File: config.mk
export PLATFORM = sky130hd
export DESIGN_NAME = rsc_ram
export DESIGN_NICKNAME = d
export VERILOG_FILES = /design/src/rtl/rsc_ram.sv
export SDC_FILE = /design/constraint.sdc
export NUM_CORES = 1
export LEC_CHECK = 0
export BUFFER_PORTS_ARGS = -buffer_cell sky130_fd_sc_hd__buf_4
export CORE_ASPECT_RATIO = 0.7
export CORE_MARGIN = 10
export CORE_UTILIZATION = 55
export CTS_CLUSTER_DIAMETER = 200
export DETAILED_ROUTE_END_ITERATION = 7
export GPL_TIMING_DRIVEN = 0
export PLACE_DENSITY = 0.79
export SYNTH_ARGS = -nofsm -noshare
export SYNTH_HDL_FRONTEND = slang
export SYNTH_SLANG_ARGS = --single-unit
export TNS_END_PERCENT = 5
File: constraint.sdc
create_clock -name i_clk -period 8 [get_ports i_clk]
set_clock_uncertainty 0.1 [all_clocks]
set_input_delay 2.4 -clock i_clk [delete_from_list [all_inputs] [get_ports i_clk]]
set_output_delay 2.4 -clock i_clk [all_outputs]
set_load 0.005 [all_outputs]
File: src/rtl/rsc_ram.sv
// generic single-write, single-read ram with registered read data
// no dependencies

module rsc_ram #(
    parameter int WIDTH = 8,
    parameter int DEPTH = 32
) (
    input  logic                     i_clk,
    input  logic                     i_we,
    input  logic [$clog2(DEPTH)-1:0] i_waddr,
    input  logic [WIDTH-1:0]         i_wdata,
    input  logic                     i_re,
    input  logic [$clog2(DEPTH)-1:0] i_raddr,
    output logic [WIDTH-1:0]         o_rdata
);

    logic [WIDTH-1:0] r_mem [DEPTH];
    logic [WIDTH-1:0] r_rdata;

    always_ff @(posedge i_clk) begin
        if (i_we) begin
            r_mem[i_waddr] <= i_wdata;
        end
        if (i_re) begin
            r_rdata <= r_mem[i_raddr];
        end
    end

    assign o_rdata = r_rdata;

endmodule

==> results of run 1 <==
-- registers in the layout, indices dropped and copies added, names as in the netlist --
name	flops
r_mem	256
o_rdata	8
-- worst max-delay path, stage by stage --
cell      delay (ns)
clkbuf_1        0.45
clkbuf_1        0.71
mux4_2          0.48
mux4_2          0.51
mux2_2          0.30
-- logic make-up (layout without fill, tap and decap cells) --
group | count (synthesis) | in the layout | share of synthesized area [%]
buffers and inverters | 20 | 84 | 1.049
flip-flops | 264 | 264 | 78.23
multiplexers | 88 | 88 | 18.67
AND/OR/NAND/NOR | 45 | 45 | 2.050
-- final cells by class --
| class | instances | area (um2) | share of cell area [%] |
|---|---|---|---|
| timing repair buffer | 23 | 172.7 | 1.518 |
| sequential | 264 | 7928 | 69.70 |
| clock buffer | 30 | 644.4 | 5.665 |
| tap | 236 | 295.3 | 2.596 |
| multi-input combinational | 133 | 2100 | 18.46 |
| buffer | 20 | 106.4 | 0.9350 |
| clock inverter | 11 | 128.9 | 1.133 |
-- worst paths after layout --
path | to | slack [ns] | cells past startpoint
setup / recovery | o_rdata[3] | 3.31 | 5
hold / removal | o_rdata[2] | 0.90 | 3
setup reg to reg | o_rdata[3] | 5.92 | 3
hold reg to reg | o_rdata[2] | 0.90 | 3
-- power by group through the flow --
stage          clock [W]  combinational (W)  sequential [W]
6_report         0.00114           0.000152         0.00155
5_1_grt          0.00120           0.000162         0.00155
4_1_cts          0.00115           0.000153         0.00155
3_5_place_dp           0           0.000152         0.00158
3_3_place_gp           0           0.000146         0.00158
2_1_floorplan          0          0.0000820         0.00158
-- cell usage after synthesis (all sizes together) --
master  instances  share of area (%)
mux4           80                 18
or3             1              0.062
or3b            3               0.26
nand2           1              0.037
nand3b          5               0.37
clkbuf          6               0.22
edfxtp        264                 78
nor2           33                1.2
mux2            8               0.89
nand3           2              0.099
buf            14               0.83
-- stage by stage --
| stage | utilization [%] | power, W | hold slack, ns | setup slack (ns) | cells |
|---|---|---|---|---|---|
| global route | 62.99 | 0.002912 | 0.9410 | 3.248 | 717 |
| finish | 62.99 | 0.002838 | 0.8998 | 3.307 | 717 |
| CTS | 62.99 | 0.002847 | 0.9068 | 3.331 | 717 |
| global placement | 58.71 | 0.001722 | 0.8771 | 2.844 | 676 |
| floorplan | - | 0.001659 | 0.8406 | 3.558 | 417 |
| detailed placement | 58.71 | 0.001730 | 0.9088 | 2.797 | 676 |
-- layer usage --
metal | vias to the layer above | wire (um) | GRT usage, %
met5 | - | 0 | 0
met3 | 36 | 2340 | 5.005
met2 | 258 | 9752 | 26.31
met4 | 0 | 363 | 3.560
met1 | 2458 | 8741 | 25.13
li1 | 1880 | - | -
==> impl_results.md, run 1 <==
* Design Area, Final at roughly 11,000 um2
* Register bit total from synthesis at 264
* # Post-CTS Setup Buffers at 0
* H-tree levels at 1
* Hold/Removal Path Class: flop to flop
* I/O pin count at 29
* Syn Inst Count at 417
* Root Buffer: clkbuf_16
* FP Rows at 41
* Share of power burned in registers at 54.6%
* Initial Util at 56.12%
* Number of buffers added on ports at 23
* Ant. Diodes at 0
* Clock Path Buffers at 3
* Yosys warns at 0
* Fillcell total at 1,188
* Total track usage at 17.49%
* Max cap viols at 0
* Net switching power at 0.0005638 W
* Core footprint at ~18,000 um2
* Die ar. at around 24,000 um2
* Worst-path clk slew at around 0.060 ns
* Worst vdd ir at 0.0002256 V
* Sw Ratio at 19.87%
* Clock share of power at approximately two fifths
* DR DRC count at 0
* TritonCTS clock tree: built
* DP HPWL at 13,580 um
* CTS Hold Bufs at 0
* Largest net degree at the start of global routing at 33
* Crit path max fanout at 10
* Int Pwr at 0.002274 W
* Die W at 182.2 um
* Status: finished, final reports clean
* Antenna violations before repair at 3
* Max Clock Freq at 0.2131 GHz
* Vias per cell at 6.460
* Endpoints failing setup at 0
* Slew headroom at 39.44%
* Crit. End Element: flop
* Antenna-violating nets left at 0
* Critical path class: input port to flop
* Vias at 4,632
* RSZ-0062 raised after global routing: no
* Worst Tran Pin Value at 0.9050 ns
* Worst hold start: r_mem[30][2]
* CP arrival at 4.86 ns
* Die height at 133.6 um
* Final Max Slew Viols at 0
* Most frequent cells in the layout: edfxtp_1 (264), mux4_2 (80), nor2_1 (33), buf_4 (29), clkbuf_16 (25)
* Layout cells sized above 1 at 32.22%
* Combinational share of power at 5.4%
* Reg2reg start: r_mem[26][3]
* Clock latency on the worst-skew pair at 0.53 ns
* Layout Nets at 487
* Total congestion overflow at 0
* Power Dens Cells at 249.5 nW/um2
* Syn Nets at between 400 and 500
* Post-route minimum period at 4.693 ns
* GPL Wtd Cong at 0.8353
* Data required, critical path at 8.17 ns
* Post-synth cell types at 14
* Clock sink total at 264
* Vias in the first global route at 4,746
* First-pass GRT wire length at 31,310 um
* Wire per inst at about 30 um
* Seq/Total Area, Yosys at 78.23%
* Mapped Area at 10,130 um2
* Dpl cell area at 10,600 um2
* PostCTS Resize Cnt at 0
* Layout area overhead at 12.25%
* Final Cycle Share at 58.66%
* Mean Syn Cell Area at 24.30 um2
* Critical Path Start: i_raddr[2]
* Routed WL at 21,200 um
* Commonest non-fill, non-tap cell in the layout: edfxtp_1
* Critical path startpoint category: input port
* Final Hold Violating Endpoints at 0
* Num CTS Buffers at 24
* Leak Pwr at 3.518 nW
* Pre-Repair DR Iteration Count at 4
* Setup_tns at 0 ns
* Initial DRC Count at 605
Power figures use the tool's default switching activity.
==> inputs of run 2 (changes only) <==
--- a/config.mk
+++ b/config.mk
@@ -5,6 +5,7 @@
 export SDC_FILE = /design/constraint.sdc
 export NUM_CORES = 1
 export LEC_CHECK = 0
+export ABC_AREA = 1
 export BUFFER_PORTS_ARGS = -buffer_cell sky130_fd_sc_hd__buf_4
 export CORE_ASPECT_RATIO = 0.7
 export CORE_MARGIN = 10
@@ -12,7 +13,7 @@
 export CTS_CLUSTER_DIAMETER = 200
 export DETAILED_ROUTE_END_ITERATION = 7
 export GPL_TIMING_DRIVEN = 0
-export PLACE_DENSITY = 0.79
+export PLACE_DENSITY = 0.81
 export SYNTH_ARGS = -nofsm -noshare
 export SYNTH_HDL_FRONTEND = slang
 export SYNTH_SLANG_ARGS = --single-unit
==> constraint.sdc (replaced) <==
create_clock -name i_clk -period 4.2 [get_ports i_clk]
set_clock_uncertainty 0.1 [all_clocks]
set_input_delay 1.26 -clock i_clk [delete_from_list [all_inputs] [get_ports i_clk]]
set_output_delay 1.26 -clock i_clk [all_outputs]
set_load 0.005 [all_outputs]
==> run 2 against run 1 <==
  * Cell area rose by 6.4%
  * Hold slack got worse by 0.088 ns
  * Synthesized cell count rose by 120%
  * Register-to-register slack got worse by 3.3 ns
  * Largest power group unchanged
==> impl_results.md, run 2 <==
* DP HPWL at 18,550 um (+37%)
* Worst R2R Setup Slack at 2.67 ns (-3.25 ns)
* Share of flip-flops with an asynchronous set or reset at 0% (unchanged)
* Primary FF master, synth: edfxtp_1
* Syn Inst Count at 922 (+120%)
* Most frequent cells in the layout: nand2_1 (360), edfxtp_1 (264), nand3_1 (204), nor2_1 (32), buf_4 (29)
* Slowest library cell on the worst path: clkbuf_1
* Final Max Slew Viols at 0 (unchanged)
* Critical path class: input port to flop
* Number of buffers added on ports at 25 (+8.7%)
* DR DRC count at 0 (unchanged)
* Initial Util at 56.81% (+0.69 points)
* Most used cell, CP: nand2_1
* Num CTS Buffers at 24 (unchanged)
* Reg2reg start: r_mem[9][2]
* RR Endpoint: o_rdata[2]
* Clock Path Buffers at 3 (unchanged)
* Endpoints failing setup at 0 (unchanged)
* Worst vdd ir at 0.0002829 V (+25%)
* Post-route minimum period at ~2.7 ns
* Sequential cell area at 7928 um2 (unchanged)
* RSZ-0062 raised after global routing: no
* Mean Syn Cell Area at 11.79 um2 (-51%)
* Multi-input gate area at 2492 um2 (+19%)
* Vias at 7,445 (+61%)
* Post-synth EDFFs at 264 (unchanged)
* Root Buffer: clkbuf_16
* Crit. End Element: flop
* Top-count cell post-synth: nand2_1
* Max reg flops at 256 (unchanged)
* R2r worst-path depth at 8 (+5)
* Yosys top cell area share at 72.95% (-5.3 points)
* Vias in the first global route at 7,108 (+50%)
* Worst-path clk slew at 0.06 ns (about the same)
* Clock sink total at 264 (unchanged)
* PostCTS Resize Cnt at 0 (unchanged)
* Initial DRC Count at 1,169 (+93%)
* Critical path startpoint category: input port
* Setup_tns at 0 ns (unchanged)
* Total congestion overflow at 0 (unchanged)
* Die ar. at 25,870 um2 (+6.3%)
* Layout area overhead at 11.38%
* Power Dens Cells at 445.9 nW/um2 (+79%)
* Final Cycle Share at about two thirds
* Crit path max fanout at 10 (unchanged)
* Layout cells sized above 1 at 10.02% (-22 points)
* Core footprint at 19,130 um2 (+5.9%)
* Register bit total from synthesis at 264 (unchanged)
* Worst hold start: r_mem[8][5]
* First-pass GRT wire length at 42,030 um (+34%)
* WHS Path Cells at 8 (+5)
* WHS Endpoint: o_rdata[5]
* Commonest non-fill, non-tap cell in the layout: nand2_1
* Worst Tran Pin Value at 0.9341 ns (+0.02906 ns)
* Yosys warns at 0 (unchanged)
* Slew headroom at 37.50% (-1.9 points)
* CTS Hold Bufs at 0 (unchanged)
* Max cap viols at 0 (unchanged)
* TritonCTS clock tree: built
* Status: finished, final reports clean
* Routed WL at 28,300 um (+33%)
* CP peak stage delay at 0.49 ns (-0.22 ns)
* Die height at 137.6 um (+3.0%)
* Cells taking the most area after synthesis: edfxtp_1 (73%), nand2_1 (12%), nand3_1 (9.4%)
* Wire per inst at 22.58 um (-24%)
* Leak Pwr at 4.488 nW (+28%)
* Seq/Total Area, Yosys at 72.95% (-5.3 points)
* FP Rows at 42 (+2.4%)
* Vias per cell at 5.942 (-8.0%)
* Clock latency on the worst-skew pair at 0.52 ns (about the same)
* Antenna violations before repair at 2 (-1)
* Antenna-violating nets left at 0 (unchanged)
* Die W at 188.0 um (+3.2%)
* Max Clock Freq at around 0.37 GHz
* Hold/Removal Path Class: flop to flop
* Commonest cells in the netlist: nand2_1 (360), edfxtp_1 (264), nand3_1 (204), nor2_1 (32), buf_6 (24)
* Layout Nets at 994 (+100%)
* I/O pin count at 29 (unchanged)
* CP arrival at 2.88 ns (-1.98 ns)
* Critical Path Start: i_raddr[1]
* Total track usage at 21.69% (+4.2 points)
* Mapped Area at 10,870 um2 (+7.2%)
* Fin util at 63.27% (+0.28 points)
* Final Hold Violating Endpoints at 0 (unchanged)
* # Post-CTS Setup Buffers at 0 (unchanged)
* Critical path cell sequence: buf_4 > inv_2 > clkbuf_1 > nand3_1 > nand3_1 > nand2_1 > nand2_1 > nand2_1 > nand2_1 > nand2_1
* Data required, critical path at 4.35 ns (-3.82 ns)
* Biggest register: r_mem
* Syn Nets at 943 (+120%)
* Fillcell total at 1,504 (+27%)
* GPL Wtd Cong at 0.9397 (+12%)
* Post-synth cell types at 11 (-3)
* H-tree levels at 1 (unchanged)
* Largest net degree at the start of global routing at 33 (unchanged)
* Pre-Repair DR Iteration Count at 6 (+2)
* Cell accounting for the most synthesized area: edfxtp_1
## run 2: worst max path at each step
stage,endpoint,slack (ns),cells after the start
6_report,o_rdata[2],1.47,10
3_3_place_gp,o_rdata[7],1.06,10
2_1_floorplan,r_mem[0][0],1.81,3
4_1_cts,r_mem[26][3],1.55,4
5_1_grt,o_rdata[2],1.38,10
3_5_place_dp,r_mem[26][1],1.02,4
## run 2: metrics by stage
step / hold WS [ns] / area, um2 / cells / total power (W) / setup WS (ns)
after floorplan: 0.6639 / 10870 / 922 / 0.003215 / 1.806
after global placement: 0.7709 / 11380 / 1211 / 0.003376 / 1.058
after detailed placement: 0.7864 / 11380 / 1211 / 0.003387 / 1.016
after CTS: 0.7945 / 12100 / 1252 / 0.005386 / 1.555
after global routing: 0.8743 / 12100 / 1252 / 0.005532 / 1.378
final: 0.8117 / 12100 / 1253 / 0.005397 / 1.473
## run 2: where the power goes
group	internal, W	switching (W)	total, W	leakage [nW]
sequential	0.00294	0.00000969	0.00295	2.39
clock	0.00114	0.000909	0.00205	0.350
combinational	0.000114	0.000281	0.000396	1.75
## run 2: layout make-up
type / count / area share, %
sequential: 264 / 65.50
multi-input combinational: 596 / 20.59
clock buffer: 32 / 5.386
buffer: 52 / 3.381
tap: 264 / 2.729
timing repair buffer: 25 / 1.551
clock inverter: 9 / 0.5272
inverter: 10 / 0.3101
antenna: 1 / 0.02068
## run 2: critical path: cells and delay by family
family / cells / cell delay (ns)
buffers and inverters: 3 / 0.83
AND/OR/NAND/NOR: 7 / 0.76
## run 2: cell families (layout without fill, tap and decap cells)
logic type | after synthesis | count (layout) | share of synthesized area, %
other | 0 | 1 | 0
buffers and inverters | 62 | 128 | 4.111
and+or+nand+nor | 596 | 596 | 22.94
DFF | 264 | 264 | 72.95
## run 2: per-layer routing
metal  vias to the layer above  global-route usage, %  share of wire [%]
li1                       3308                      -                  -
met1                      3584                  30.52                 41
met2                       485                  31.84                 43
met3                        66                  6.919                 13
met4                         2                  6.067                2.5
met5                         -                      0              0.046
==> inputs of run 3 (changes only) <==
==> constraint.sdc (replaced) <==
create_clock -name i_clk -period 2.2 [get_ports i_clk]
set_clock_uncertainty 0.1 [all_clocks]
set_input_delay 0.66 -clock i_clk [delete_from_list [all_inputs] [get_ports i_clk]]
set_output_delay 0.66 -clock i_clk [all_outputs]
set_load 0.005 [all_outputs]
==> run 3 against run 2 <==
  * Power is 91% higher
  * First-iteration DRC count is 3.4% lower
  * Setup slack worse by 1.4 ns
  * Global-route usage stayed put
  * Critical path type unchanged
  * Largest power group unchanged
  * Highest routed layer unchanged
==> impl_results.md, run 3 (synthesis results as in run 2) <==
* Status: finished, final reports clean
* # Post-CTS Setup Buffers at 0 (unchanged)
* Clock sink total at 264 (unchanged)
* Biggest register: r_mem
* Layout cells sized above 1 at 10.12% (+0.10 points)
* Pre-Repair DR Iteration Count at 5 (-1)
* Vias per cell at 5.929 (-0.21%)
* RSZ-0062 raised after global routing: no
* Layout Nets at 994 (unchanged)
* Design Area, Final at 12,100 um2 (about the same)
* Endpoints failing setup at 0 (unchanged)
* Die ar. at 25,870 um2 (unchanged)
* Sequential cell area at 7928 um2 (unchanged)
* Critical path startpoint category: input port
* Die W at 188.0 um (unchanged)
* Total track usage at 21.69% (unchanged)
* Fillcell total at 1,503 (-0.066%)
* Max cap viols at 0 (unchanged)
* Worst Tran Pin Value at 0.9422 ns (+0.008177 ns)
* Final Max Slew Viols at 0 (unchanged)
* Fin util at 63.28% (about the same)
* Slew headroom at 36.95% (-0.55 points)
* Dpl cell area at 11,380 um2 (unchanged)
* FP Rows at 42 (unchanged)
* Initial DRC Count at 1,129 (-3.4%)
* CP arrival at 2.15 ns (-0.73 ns)
* Max Clock Freq at 0.4742 GHz
* Vias at 7,429 (-0.21%)
* Critical path class: input port to flop
* Die height at 137.6 um (unchanged)
* I/O pin count at 29 (unchanged)
* Final Hold Violating Endpoints at 0 (unchanged)
* Wire per inst at 22.59 um (about the same)
* Initial Util at 56.81% (unchanged)
* Leak Pwr at 4.491 nW (about the same)
* Antenna violations before repair at 2 (unchanged)
* Critical path cell sequence: buf_4 > inv_1 > nand3_1 > nor2_1
* GPL Wtd Cong at 0.9397 (unchanged)
* Final Cycle Share at a little over nine tenths
* Crit. End Element: flop
* Max reg flops at 256 (unchanged)
* Hold/Removal Path Class: input port to flop
* Clock Path Buffers at 3 (unchanged)
* Most frequent cells in the layout: nand2_1 (360), edfxtp_1 (264), nand3_1 (204), nor2_1 (32), buf_4 (29)
* Antenna-violating nets left at 0 (unchanged)
* Clock latency on the worst-skew pair at 0.52 ns (about the same)
* Setup ws final at 0.09138 ns (-1.382 ns)
* Layout area overhead at 11.39% (about the same)
* Vias in the first global route at 7,108 (unchanged)
* Post-route minimum period at between 2 and 2.5 ns
* First-pass GRT wire length at 42,030 um (unchanged)
* Worst vdd ir at 0.0005403 V (+91%)
* Total congestion overflow at 0 (unchanged)
* DR DRC count at 0 (unchanged)
* H-tree levels at 1 (unchanged)
* Root Buffer: clkbuf_16
* Core footprint at 19,130 um2 (unchanged)
* Dpl ws at -0.3840 ns (-1.400 ns)
* Num CTS Buffers at 24 (unchanged)
* CTS Hold Bufs at 0 (unchanged)
* Worst-path clk slew at 0.06 ns (about the same)
* PostCTS Resize Cnt at 0 (unchanged)
* Power Dens Cells at 851.4 nW/um2 (+91%)
* TritonCTS clock tree: built
* Data required, critical path at 2.24 ns (-2.11 ns)
* WHS Path Cells at 1 (-7)
* Routed WL at 28,310 um (about the same)
* Number of buffers added on ports at 25 (unchanged)
* Commonest non-fill, non-tap cell in the layout: nand2_1
* Crit path max fanout at 8 (-2)
* Largest net degree at the start of global routing at 33 (unchanged)
* Multi-input gate area at 2492 um2 (unchanged)
* R2r worst-path depth at 8 (unchanged)
* CP peak stage delay at 0.89 ns (+0.40 ns)
* DP HPWL at 18,550 um (unchanged)
* Slowest library cell on the worst path: nor2_1
run 3: cell types whose count changed in the layout (fill, tap and decap cells not counted):
| cell | delta |
|---|---|
| clkbuf_2 | +1 |
| clkbuf_1 | -1 |
run 3: final cells by class:
type	instances	area share, %
Antenna cell	1	0.02067
Multi-Input combinational cell	596	20.59
Buffer	52	3.391
Timing Repair Buffer	25	1.551
Clock inverter	9	0.5272
Clock buffer	32	5.386
Sequential cell	264	65.50
Tap cell	264	2.729
Inverter	10	0.3101
run 3: per-stage QoR:
step / setup TNS, ns / total power [W] / hold slack [ns] / std cells
CTS: 0 / 0.01028 / 0.3501 / 1252
detailed placement: -70.26 / 0.006466 / 0.7864 / 1211
global route: 0 / 0.01056 / 0.3495 / 1252
floorplan: 0 / 0.006138 / 0.6589 / 922
global placement: -58.69 / 0.006445 / 0.7709 / 1211
finish: 0 / 0.01031 / 0.3567 / 1253
run 3: path summary, 6_finish.rpt:
check	from	to	slack, ns
max	i_waddr[0]	r_mem[26][3]	0.09
min	i_re	o_rdata[3]	0.36
min reg2reg	r_mem[8][5]	o_rdata[5]	0.80
max reg2reg	r_mem[9][2]	o_rdata[2]	0.70
run 3: worst max-delay path: cells and delay by family:
| kind | cells | cell delay, ns |
|---|---|---|
| AND/OR/NAND/NOR | 2 | 1.30 |
| buffers and inverters | 2 | 0.18 |
run 3: layer usage:
| layer | wire (um) | vias up | share of wire [%] | global-route usage [%] |
|---|---|---|---|---|
| li1 | - | 3305 | - | - |
| met1 | 11590 | 3573 | 41 | 30.52 |
| met4 | 785 | 2 | 2.8 | 6.067 |
| met2 | 12030 | 478 | 43 | 31.84 |
| met5 | 13 | - | 0.046 | 0 |
| met3 | 3886 | 71 | 14 | 6.919 |
run 3: where the power goes:
group | internal, W | leakage (nW) | switching (W) | total, W
combinational | 0.000219 | 1.75 | 0.000538 | 0.000756
sequential | 0.00561 | 2.39 | 0.0000185 | 0.00563
clock | 0.00218 | 0.350 | 0.00174 | 0.00392
