<file path="src/rtl/rsc_pkg.sv">
// shared types, constants and helper functions of the radix string converter
// no dependencies: first file to compile

package rsc_pkg;

    localparam int VALUE_W        = 32;
    localparam int MAX_OUT_DIGITS = 32;
    localparam int SYM_W          = 8;
    localparam int BASE_W         = 6;
    localparam int DIGIT_W        = 6;
    localparam int IDX_W          = $clog2(MAX_OUT_DIGITS);
    localparam int LEN_W          = $clog2(MAX_OUT_DIGITS + 1);
    localparam int CFG_W          = 6;
    localparam int APB_ADDR_W     = 4;
    localparam int APB_DATA_W     = 32;
    localparam int REG_IDX_W      = 2;

    // divider: bits of quotient resolved per cycle
    localparam int DIV_STEPS  = 4;
    localparam int DIV_CYCLES = VALUE_W / DIV_STEPS;
    localparam int DIV_CNT_W  = $clog2(DIV_CYCLES);

    // register map indexes
    localparam logic [REG_IDX_W-1:0] REG_SRC_BASE = 2'd0;
    localparam logic [REG_IDX_W-1:0] REG_TGT_BASE = 2'd1;
    localparam logic [REG_IDX_W-1:0] REG_OUT_LEN  = 2'd2;

    localparam logic [CFG_W-1:0] RST_SRC_BASE = 6'd16;
    localparam logic [CFG_W-1:0] RST_TGT_BASE = 6'd10;
    localparam logic [CFG_W-1:0] RST_OUT_LEN  = 6'd5;

    localparam logic [BASE_W-1:0] BASE_MIN = 6'd2;
    localparam logic [BASE_W-1:0] BASE_MAX = 6'd36;

    localparam logic [SYM_W-1:0] CH_0 = 8'h30;
    localparam logic [SYM_W-1:0] CH_9 = 8'h39;
    localparam logic [SYM_W-1:0] CH_A = 8'h41;
    localparam logic [SYM_W-1:0] CH_Z = 8'h5A;
    localparam logic [DIGIT_W-1:0] DEC_TEN = 6'd10;

    typedef enum logic [3:0] {
        S_IDLE = 4'b0001,
        S_DIV  = 4'b0010,
        S_RD   = 4'b0100,
        S_OUT  = 4'b1000
    } t_state;

    typedef struct packed {
        logic                 bad;
        logic [DIGIT_W-1:0]   digit;
    } t_sym_dec;

    function automatic logic [BASE_W-1:0] clamp_base(input logic [CFG_W-1:0] b);
        logic [BASE_W-1:0] r;
        if (b < BASE_MIN)      r = BASE_MIN;
        else if (b > BASE_MAX) r = BASE_MAX;
        else                   r = b;
        return r;
    endfunction

    function automatic logic [LEN_W-1:0] clamp_len(input logic [CFG_W-1:0] n);
        logic [LEN_W-1:0] r;
        if (n == '0)                                  r = LEN_W'(1);
        else if ({1'b0, n} > (CFG_W+1)'(MAX_OUT_DIGITS)) r = LEN_W'(MAX_OUT_DIGITS);
        else                                          r = LEN_W'(n);
        return r;
    endfunction

    function automatic t_sym_dec decode_sym(input logic [SYM_W-1:0] s);
        t_sym_dec r;
        r.bad   = 1'b0;
        r.digit = '0;
        if (s >= CH_0 && s <= CH_9)      r.digit = DIGIT_W'(s - CH_0);
        else if (s >= CH_A && s <= CH_Z) r.digit = DIGIT_W'(s - CH_A) + DEC_TEN;
        else                             r.bad = 1'b1;
        return r;
    endfunction

    function automatic logic [SYM_W-1:0] digit_char(input logic [DIGIT_W-1:0] d);
        logic [SYM_W-1:0] r;
        if (d < DEC_TEN) r = CH_0 + SYM_W'(d);
        else             r = CH_A + SYM_W'(d - DEC_TEN);
        return r;
    endfunction

endpackage

</file>
<file path="src/rtl/rsc_div.sv">
// iterative restoring divider, value by base, several quotient bits per cycle
// depends on rsc_pkg

module rsc_div import rsc_pkg::*; (
    input  logic               i_clk,
    input  logic               i_rst_n,
    input  logic               i_start,
    input  logic [VALUE_W-1:0] i_dividend,
    input  logic [BASE_W-1:0]  i_divisor,
    output logic               o_done,
    output logic [VALUE_W-1:0] o_quotient,
    output logic [DIGIT_W-1:0] o_remainder
);

    logic                 r_busy, n_busy;
    logic                 r_done, n_done;
    logic [DIV_CNT_W-1:0] r_cnt, n_cnt;
    logic [VALUE_W-1:0]   r_quo, n_quo;
    logic [DIGIT_W-1:0]   r_rem, n_rem;
    logic [BASE_W-1:0]    r_dvs, n_dvs;

    always_comb begin
        logic [DIGIT_W:0]   t;
        logic [VALUE_W-1:0] q;
        logic [DIGIT_W-1:0] rm;
        q  = r_quo;
        rm = r_rem;
        t  = '0;
        // a few dependent compare/subtract steps on a narrow remainder
        for (int k = 0; k < DIV_STEPS; k++) begin
            t = {rm, q[VALUE_W-1]};
            q = {q[VALUE_W-2:0], 1'b0};
            if (t >= {1'b0, r_dvs}) begin
                t    = t - {1'b0, r_dvs};
                q[0] = 1'b1;
            end
            rm = t[DIGIT_W-1:0];
        end

        n_busy = r_busy;
        n_done = 1'b0;
        n_cnt  = r_cnt;
        n_quo  = r_quo;
        n_rem  = r_rem;
        n_dvs  = r_dvs;
        if (i_start) begin
            n_busy = 1'b1;
            n_cnt  = '0;
            n_quo  = i_dividend;
            n_rem  = '0;
            n_dvs  = i_divisor;
        end else if (r_busy) begin
            n_quo = q;
            n_rem = rm;
            n_cnt = r_cnt + 1'b1;
            if (r_cnt == DIV_CNT_W'(DIV_CYCLES - 1)) begin
                n_busy = 1'b0;
                n_done = 1'b1;
            end
        end
    end

    always_ff @(posedge i_clk) begin
        if (!i_rst_n) begin
            r_busy <= 1'b0;
            r_done <= 1'b0;
            r_cnt  <= '0;
        end else begin
            r_busy <= n_busy;
            r_done <= n_done;
            r_cnt  <= n_cnt;
        end
        r_quo <= n_quo;
        r_rem <= n_rem;
        r_dvs <= n_dvs;
    end

    assign o_done      = r_done;
    assign o_quotient  = r_quo;
    assign o_remainder = r_rem;

endmodule

</file>
<file path="config.mk">
export PLATFORM = sky130hd
export DESIGN_NAME = rsc_div
export DESIGN_NICKNAME = d
export VERILOG_FILES = /design/src/rtl/rsc_pkg.sv /design/src/rtl/rsc_div.sv
export SDC_FILE = /design/constraint.sdc
export NUM_CORES = 1
export LEC_CHECK = 0
export BUFFER_PORTS_ARGS = -buffer_cell sky130_fd_sc_hd__buf_4
export CORE_ASPECT_RATIO = 0.9
export CORE_MARGIN = 2
export CORE_UTILIZATION = 45
export CTS_CLUSTER_DIAMETER = 200
export DETAILED_ROUTE_END_ITERATION = 8
export GPL_ROUTABILITY_DRIVEN = 0
export PLACE_DENSITY = 0.72
export SKIP_LAST_GASP = 1
export SLEW_MARGIN = 20
export SYNTH_ARGS = -nofsm -noshare
export SYNTH_HDL_FRONTEND = slang
export SYNTH_SLANG_ARGS = --single-unit
</file>
<file path="constraint.sdc">
create_clock -name i_clk -period 7.3 [get_ports i_clk]
set_input_delay 0.73 -clock i_clk [delete_from_list [all_inputs] [get_ports i_clk]]
set_output_delay 0.73 -clock i_clk [all_outputs]
set_load 0.01 [all_outputs]
</file>
==> results of run 1 <==
-- sequential cells by signal, indices dropped and copies added (netlist names) --
signal,cells
r_dvs,6
o_done,1
r_busy,1
o_remainder,6
o_quotient,32
r_cnt,3
-- path summary, 6_finish.rpt --
kind,end,slack [ns]
worst min-delay path,r_cnt[1]$_SDFFE_PP0P_,0.51
worst max register to register,o_remainder[3]$_SDFFE_PP0P_,0.20
worst min register to register,r_cnt[1]$_SDFFE_PP0P_,0.51
worst max-delay path,o_remainder[3]$_SDFFE_PP0P_,0.20
-- worst max-delay path: cells and delay by family, from the launching register on --
family	cells	cell delay, ns
DFF	1	0.43
AOI/OAI and AO/OA	13	3.00
and+or+nand+nor	5	0.74
buffers and inverters	2	0.31
adders and majority gates	4	1.21
muxes	4	1.23
-- layer usage --
layer	GRT usage [%]	vias to the layer above	wire length, um
li1	-	1233	-
met1	27.6	1200	3640
met2	32.2	90	3730
met3	7.27	14	721
met4	5.61	0	139
met5	0	-	0
-- layout make-up --
cell class | count | share of cell area, %
clock buffer | 5 | 1.58
clock inverter | 3 | 0.461
inverter | 25 | 2.16
multi-input combinational | 197 | 43.4
sequential | 49 | 31.3
tap | 93 | 2.68
timing repair buffer | 105 | 18.4
-- timing repair --
action / 4_1_cts / 5_1_grt
buffers inserted: 0 / 6
hold endpoints to repair: 0 / 0
endpoints found under the setup margin: 7 / 7
cloned: 0 / 1
resized for setup: 4 / 25
pin swaps: 0 / 9
-- cells by family (layout without fill, tap and decap cells) --
family                   after synthesis  count (layout)  synth area share (%)
AND/OR/NAND/NOR                       55              55                  8.75
XOR/XNOR                              12              12                  3.25
AO/OA/AOI/OAI                         49              50                  11.8
flip-flops                            49              49                  42.1
buffers and inverters                 33             138                  4.53
adder cells (fa/ha/maj)               30              30                  12.5
multiplexers                          50              50                  17.0
-- cells in the final DEF, fill, tap and decap left out, types with 5 or more instances in the layout --
| cell | count |
|---|---|
| clkbuf_8 | 5 |
| a211oi_1 | 5 |
| ha_1 | 22 |
| nand2b_1 | 5 |
| edfxtp_1 | 38 |
| a21oi_1 | 10 |
| inv_1 | 25 |
| dfxtp_1 | 11 |
| xnor2_1 | 9 |
| a21o_1 | 5 |
| nand2_1 | 8 |
| mux2i_1 | 9 |
| mux2_2 | 32 |
| nor2_1 | 17 |
| buf_4 | 102 |
-- per-stage QoR --
step,hold WS [ns],cells,setup TNS (ns)
2_1_floorplan,0.465,278,0
3_3_place_gp,0.483,462,0
3_5_place_dp,0.495,462,-1.94
4_1_cts,0.519,470,0
5_1_grt,0.564,477,-0.192
6_report,0.511,477,0
==> flow_summary.ini, run 1 <==
[outcome]
status = completed

[synthesis]
async_flop_share_pct = 0
synth_cell_type_count = 50
synth_top_cell_by_area = edfxtp_1
yosysWarnings = 0
synthCells = 278
yosys.area.top_type_share_pct = 35.3
yosys-top-cells-count = edfxtp_1, mux2_2, ha_1
synth_area_leaders = edfxtp_1, mux2_2, ha_1, dfxtp_1, mux2i_1
ys_seq_area_share_pct = 42.1
synth_area_um2 = 3230
syn_avg_cell_area_um2 = 11.6
syn_nets = 349
synth_edf_count = 38
ys.flop_type = edfxtp_1
synth_seq_cells = 49
synth_most_common_cell = edfxtp_1

[global_routing]
grt_max_degree = 49
antenna_found_initial = 0
grt_usage_pct = 20.7
grt_pass1_vias = 2509
grt_first_pass_wirelength_um = 12500
overflow = 0

[floorplan]
row_count = 29
dieHeight_um = 84.4
ioPinCount = 80
core-area_um2 = 7000
dieArea_um2 = 7880
die_w_um = 93.3
start_util_pct = 46.1

[drt]
drtIter0Drc = 151
viasPerCell = 5.32
antenna_left = 0
drc = 0
wl_um = 8220
drt_first_pass_iters = 4
wire_per_inst_um = 17.2
vias = 2537

[timing]
fin_crit_sh_pct = 97.2
setup_viol = 0
skew_ns = 0.00912
report.final.hold_viol_count = 0
slew_headroom_pct = 47.6
fmax_ghz = 0.141
min_period_ns = 7.10
worst_slew_pin_slew_ns = 0.786
drv_slew = 0
fin_ws_ns = 0.205

[clock_network]
holdBufCountCts = 0
htree_levels = 2
clock-sinks = 49
clkLatencyLatePin_ns = 0.31
cts_tree = done
clk_pin_slew_ns = 0.09
clock_path_buffers = 2
cts_buffers = 5
cts_root_buffer = clkbuf_8

[finish]
layout.nets = 454
final_cell_area_um2 = 4350
multi_input_area_um2 = 1890
drive_gt1_share_pct = 45.8
num_antenna_cells = 0
area_growth_pct = 34.5
fillers = 564
seq_area_um2 = 1360
final_core_util_pct = 62.1

[worst_setup_path]
end_kind = register
arrival_ns = 7.26
critPathRequiredTime_ns = 7.46
r2r_start = r_dvs[0]$_DFFE_PP_
max_stage_delay_ns = 0.43
worstSetupStartpoint = r_dvs[0]$_DFFE_PP_
critical_path_class = reg -> reg
r2r_cells = 28
cp-start-kind = register
crit_slowest_cell = edfxtp_1
path_max_fanout = 8
cp_common_cell = ha_1

[placement]
portBuffers = 79
dpl_cell_area_um2 = 4040
post-place-ws_ns = -0.357
dp_hpwl_um = 6210

[flow_run]
drv_cap = 0

[min_path]
hp-class = reg -> reg
hold_start = r_cnt[1]$_SDFFE_PP0P_
hold_depth = 2
Power of run 1 is left out: the tool's default activity adds up to more than one toggle a clock period on the data nets, which glitch-free logic cannot reach.
==> run 2, diff against run 1 <==
--- a/config.mk
+++ b/config.mk
@@ -6,7 +6,6 @@
 export NUM_CORES = 1
 export LEC_CHECK = 0
 export BUFFER_PORTS_ARGS = -buffer_cell sky130_fd_sc_hd__buf_4
-export CORE_ASPECT_RATIO = 0.9
 export CORE_MARGIN = 2
 export CORE_UTILIZATION = 45
 export CTS_CLUSTER_DIAMETER = 200
==> run 2 against run 1 <==
Compared with the run above: final cell count increased by 0.21%; via count up 1.2%; clock skew fell by 0.00073 ns; routed wire length is 0.51% higher; global-route usage is 0.35 points lower; sequential share of layout area is 0.24 points higher; die area about the same; first-iteration DRC count decreased by 32%; critical path depth increased by 2; clock-buffer cell count unchanged; critical endpoint unchanged.
==> flow_summary.ini, run 2 (synthesized netlist as in run 1, its figures left out) <==
[outcome]
status = completed

[min_path]
hold_depth = 2
hp-class = reg -> reg
hold_start = r_cnt[1]$_SDFFE_PP0P_

[placement]
dp_hpwl_um = 6140
dpl_cell_area_um2 = 4030
portBuffers = 79

[finish]
final_cell_mix = buf_4, edfxtp_1, mux2_2, inv_1, ha_1
final_common_cell = buf_4
seq_area_um2 = 1360
multi_input_area_um2 = 1830
fillers = 540
layout.nets = 452
largest_reg_flops = 32
num_antenna_cells = 0
area_growth_pct = 33.4
final_cell_area_um2 = 4310
drive_gt1_share_pct = 43.2

[drt]
drt_first_pass_iters = 4
wire_per_inst_um = 17.3
drtIter0Drc = 102
wl_um = 8270
drc = 0
vias = 2567
antenna_left = 0
viasPerCell = 5.37

[worst_setup_path]
critPathBufInv = 3
path_depth = 30
critPathRequiredTime_ns = 7.46
worstSetupStartpoint = r_dvs[0]$_DFFE_PP_
arrival_ns = 7.17
path_max_fanout = 8
r2r_cells = 30
critical_path_class = reg -> reg
reg2reg_slack_ns = 0.29
end_kind = register
cp-start-kind = register
max_stage_delay_ns = 0.44
crit_slowest_cell = edfxtp_1
cp_common_cell = ha_1
crit_family = compound AO/OA/AOI/OAI gates
r2r_start = r_dvs[0]$_DFFE_PP_

[floorplan]
core-area_um2 = 6870
dieArea_um2 = 7880
ioPinCount = 80
start_util_pct = 47.0
dieHeight_um = 88.7
row_count = 30
die_w_um = 88.7

[timing]
report.final.hold_viol_count = 0
fmax_ghz = 0.143
skew_ns = 0.00839
min_period_ns = 7.01
worst_slew_pin_slew_ns = 0.749
fin_tns_setup_ns = 0
holdWs_ns = 0.510
setup_viol = 0
slew_headroom_pct = 50.1
drv_slew = 0
fin_crit_sh_pct = 96.0

[global_routing]
antenna_found_initial = 0
overflow = 0
grt_first_pass_wirelength_um = 12200
grt_pass1_vias = 2504
grt_max_degree = 49
grt_usage_pct = 20.4

[clock_network]
cts_buffers = 5
clk_pin_slew_ns = 0.09
cts_tree = done
clock_path_buffers = 2
htree_levels = 2
clock-sinks = 49
cts_root_buffer = clkbuf_8
holdBufCountCts = 0
clkLatencyLatePin_ns = 0.30

[flow_run]
drv_cap = 0
-- run 2: tightest hold or removal path, cell delays in order (launching register included) --
cell and delay, ns:
dfxtp_1 0.34, mux2i_1 0.07, nor2_1 0.07
-- run 2: area by class of cell --
type | instances | area share, %
well taps | 96 | 2.79
flip-flops and latches | 49 | 31.6
inverters | 25 | 2.18
clock inverters | 3 | 1.16
repair buffers | 103 | 18.2
clock buffers | 5 | 1.60
multi-input cells | 197 | 42.5
-- run 2: timing repair --
action / 4_1_cts / 5_1_grt
endpoints found under the setup margin: 7 / 7
pin swaps: 1 / 5
cloned: 0 / 1
resized for setup: 2 / 13
buffers inserted: 1 / 5
-- run 2: per-layer routing --
metal	GRT usage, %	share of wire, %	wire [um]
met1	27.8	44	3600
met2	32.6	47	3890
met3	5.32	7.6	632
met4	4.68	1.7	144
met5	0	0	0
-- run 2: worst paths after layout --
| path | endpoint |
|---|---|
| setup reg to reg | o_remainder[3]$_SDFFE_PP0P_ |
| hold reg to reg | r_cnt[1]$_SDFFE_PP0P_ |
| hold / removal | r_cnt[1]$_SDFFE_PP0P_ |
| setup / recovery | o_remainder[3]$_SDFFE_PP0P_ |
-- run 2: per-stage QoR --
stage | utilization, % | setup slack, ns | cells
final | 62.8 | 0.293 | 478
after global routing | 62.8 | -0.0334 | 478
after CTS | 60.9 | 0.0618 | 472
after detailed placement | 58.6 | -0.356 | 463
after global placement | 58.6 | -0.0905 | 463
after floorplan | - | 0.172 | 278
Power of run 2 is left out for the same reason.
==> run 3, diff against run 2 <==
--- a/config.mk
+++ b/config.mk
@@ -6,7 +6,6 @@
 export NUM_CORES = 1
 export LEC_CHECK = 0
 export BUFFER_PORTS_ARGS = -buffer_cell sky130_fd_sc_hd__buf_4
-export CORE_MARGIN = 2
 export CORE_UTILIZATION = 45
 export CTS_CLUSTER_DIAMETER = 200
 export DETAILED_ROUTE_END_ITERATION = 8
==> run 3 against run 2 <==
Compared with the run above: via count is 0.58% lower; final cell count is 0.21% lower; setup slack worse by 0.097 ns; hold slack better by 0.0012 ns; first-iteration DRC count is 24% higher; sequential share of layout area hardly changed; critical path type unchanged; critical endpoint unchanged; largest cell class unchanged; highest routed layer unchanged.
==> flow_summary.ini, run 3 (synthesized netlist as in run 1, its figures left out) <==
[global_routing]
grt_usage_pct = 22.2
overflow = 0
grt_first_pass_wirelength_um = 12500
grt_pass1_vias = 2502
grt_max_degree = 49
antenna_found_initial = 0

[min_path]
hp-class = reg -> reg
hold_start = r_cnt[1]$_SDFFE_PP0P_
hold_depth = 2
holdPathEnd = r_cnt[1]$_SDFFE_PP0P_

[finish]
drive_gt1_share_pct = 44.6
final_common_cell = buf_4
largest_reg_flops = 32
area_growth_pct = 33.3
final_core_util_pct = 62.7
layout.nets = 451
num_antenna_cells = 0
final_cell_mix = buf_4, edfxtp_1, mux2_2, inv_1, ha_1

[worst_setup_path]
arrival_ns = 7.28
critPathRequiredTime_ns = 7.48
crit_slowest_cell = edfxtp_1
r2r_cells = 31
r2r_start = o_quotient[31]$_DFFE_PP_
r2r-end = o_remainder[3]$_SDFFE_PP0P_
critical_path_class = reg -> reg
path_max_fanout = 8
cp-start-kind = register
max_stage_delay_ns = 0.43
reg2reg_slack_ns = 0.20
cp_common_cell = ha_1
end_kind = register

[clock_network]
cts_buffers = 5
clock_path_buffers = 2
htree_levels = 2
clock-sinks = 49
cts_tree = done
clk_pin_slew_ns = 0.10
clkLatencyLatePin_ns = 0.31
cts_root_buffer = clkbuf_8

[drt]
drtIter0Drc = 126
wire_per_inst_um = 17.2
drt_first_pass_iters = 4
wl_um = 8220
viasPerCell = 5.35
vias = 2552
drc = 0
antenna_left = 0

[floorplan]
row_count = 30
ioPinCount = 80
dieArea_um2 = 7520
die_w_um = 86.7
start_util_pct = 47.0
dieHeight_um = 86.7
core-area_um2 = 6870

[timing]
setup_viol = 0
slew_headroom_pct = 50.1
fmax_ghz = 0.141
holdWs_ns = 0.511
fin_tns_setup_ns = 0
min_period_ns = 7.10
worst_slew_pin_slew_ns = 0.749
drv_slew = 0
report.final.hold_viol_count = 0
fin_crit_sh_pct = 97.3
skew_ns = 0.00660

[placement]
portBuffers = 79
dp_hpwl_um = 6170

[flow_run]
drv_cap = 0

[outcome]
status = completed
[run 3: timing repair]
action / 4_1_cts / 5_1_grt
pin swaps: 0 / 4
gates resized for setup: 2 / 20
gates cloned: 0 / 1
endpoints found under the setup margin: 5 / 7
hold buffers: 0 / 0
buffers inserted: 0 / 7
[run 3: worst max-delay path by stage]
| stage | start | endpoint | cells after the start |
|---|---|---|---|
| after floorplan | r_dvs[1]$_DFFE_PP_ | o_remainder[1]$_SDFFE_PP0P_ | 30 |
| after global placement | r_dvs[4]$_DFFE_PP_ | o_remainder[3]$_SDFFE_PP0P_ | 30 |
| after detailed placement | r_dvs[4]$_DFFE_PP_ | o_remainder[1]$_SDFFE_PP0P_ | 30 |
| after CTS | r_dvs[4]$_DFFE_PP_ | o_remainder[1]$_SDFFE_PP0P_ | 31 |
| after global routing | o_quotient[31]$_DFFE_PP_ | o_remainder[1]$_SDFFE_PP0P_ | 31 |
| final | o_quotient[31]$_DFFE_PP_ | o_remainder[3]$_SDFFE_PP0P_ | 31 |
[run 3: area by class of cell]
type                    instances  area, um2
flip-flops and latches         49       1360
clock buffers                   5       68.8
clock inverters                 3       25.0
inverters                      25       93.8
multi-input cells             196       1850
fillers                       562       2560
repair buffers                103        785
well taps                      96        120
[run 3: through the flow]
| step | std cells | instance area [um2] | worst slack, ns |
|---|---|---|---|
| after floorplan | 278 | 3230 | 0.172 |
| after global placement | 461 | 4010 | 0.185 |
| after detailed placement | 461 | 4010 | -0.0228 |
| after CTS | 469 | 4120 | 0.0282 |
| after global routing | 477 | 4310 | -0.0681 |
| final | 477 | 4310 | 0.197 |
[run 3: per-layer routing]
layer / routed length (um) / global-route usage (%)
met1: 3580 / 30.0
met2: 3970 / 35.1
met3: 501 / 5.71
met4: 166 / 6.52
met5: 0 / 0
[run 3: worst max-delay path, delay by kind of cell (launching register included)]
kind	cells	cell delay, ns
simple gates	8	1.33
buf+inv	3	0.42
mux	3	0.92
fa+ha+maj	5	1.44
compound gates	12	2.45
flops	1	0.43
Power of run 3 is left out for the same reason.
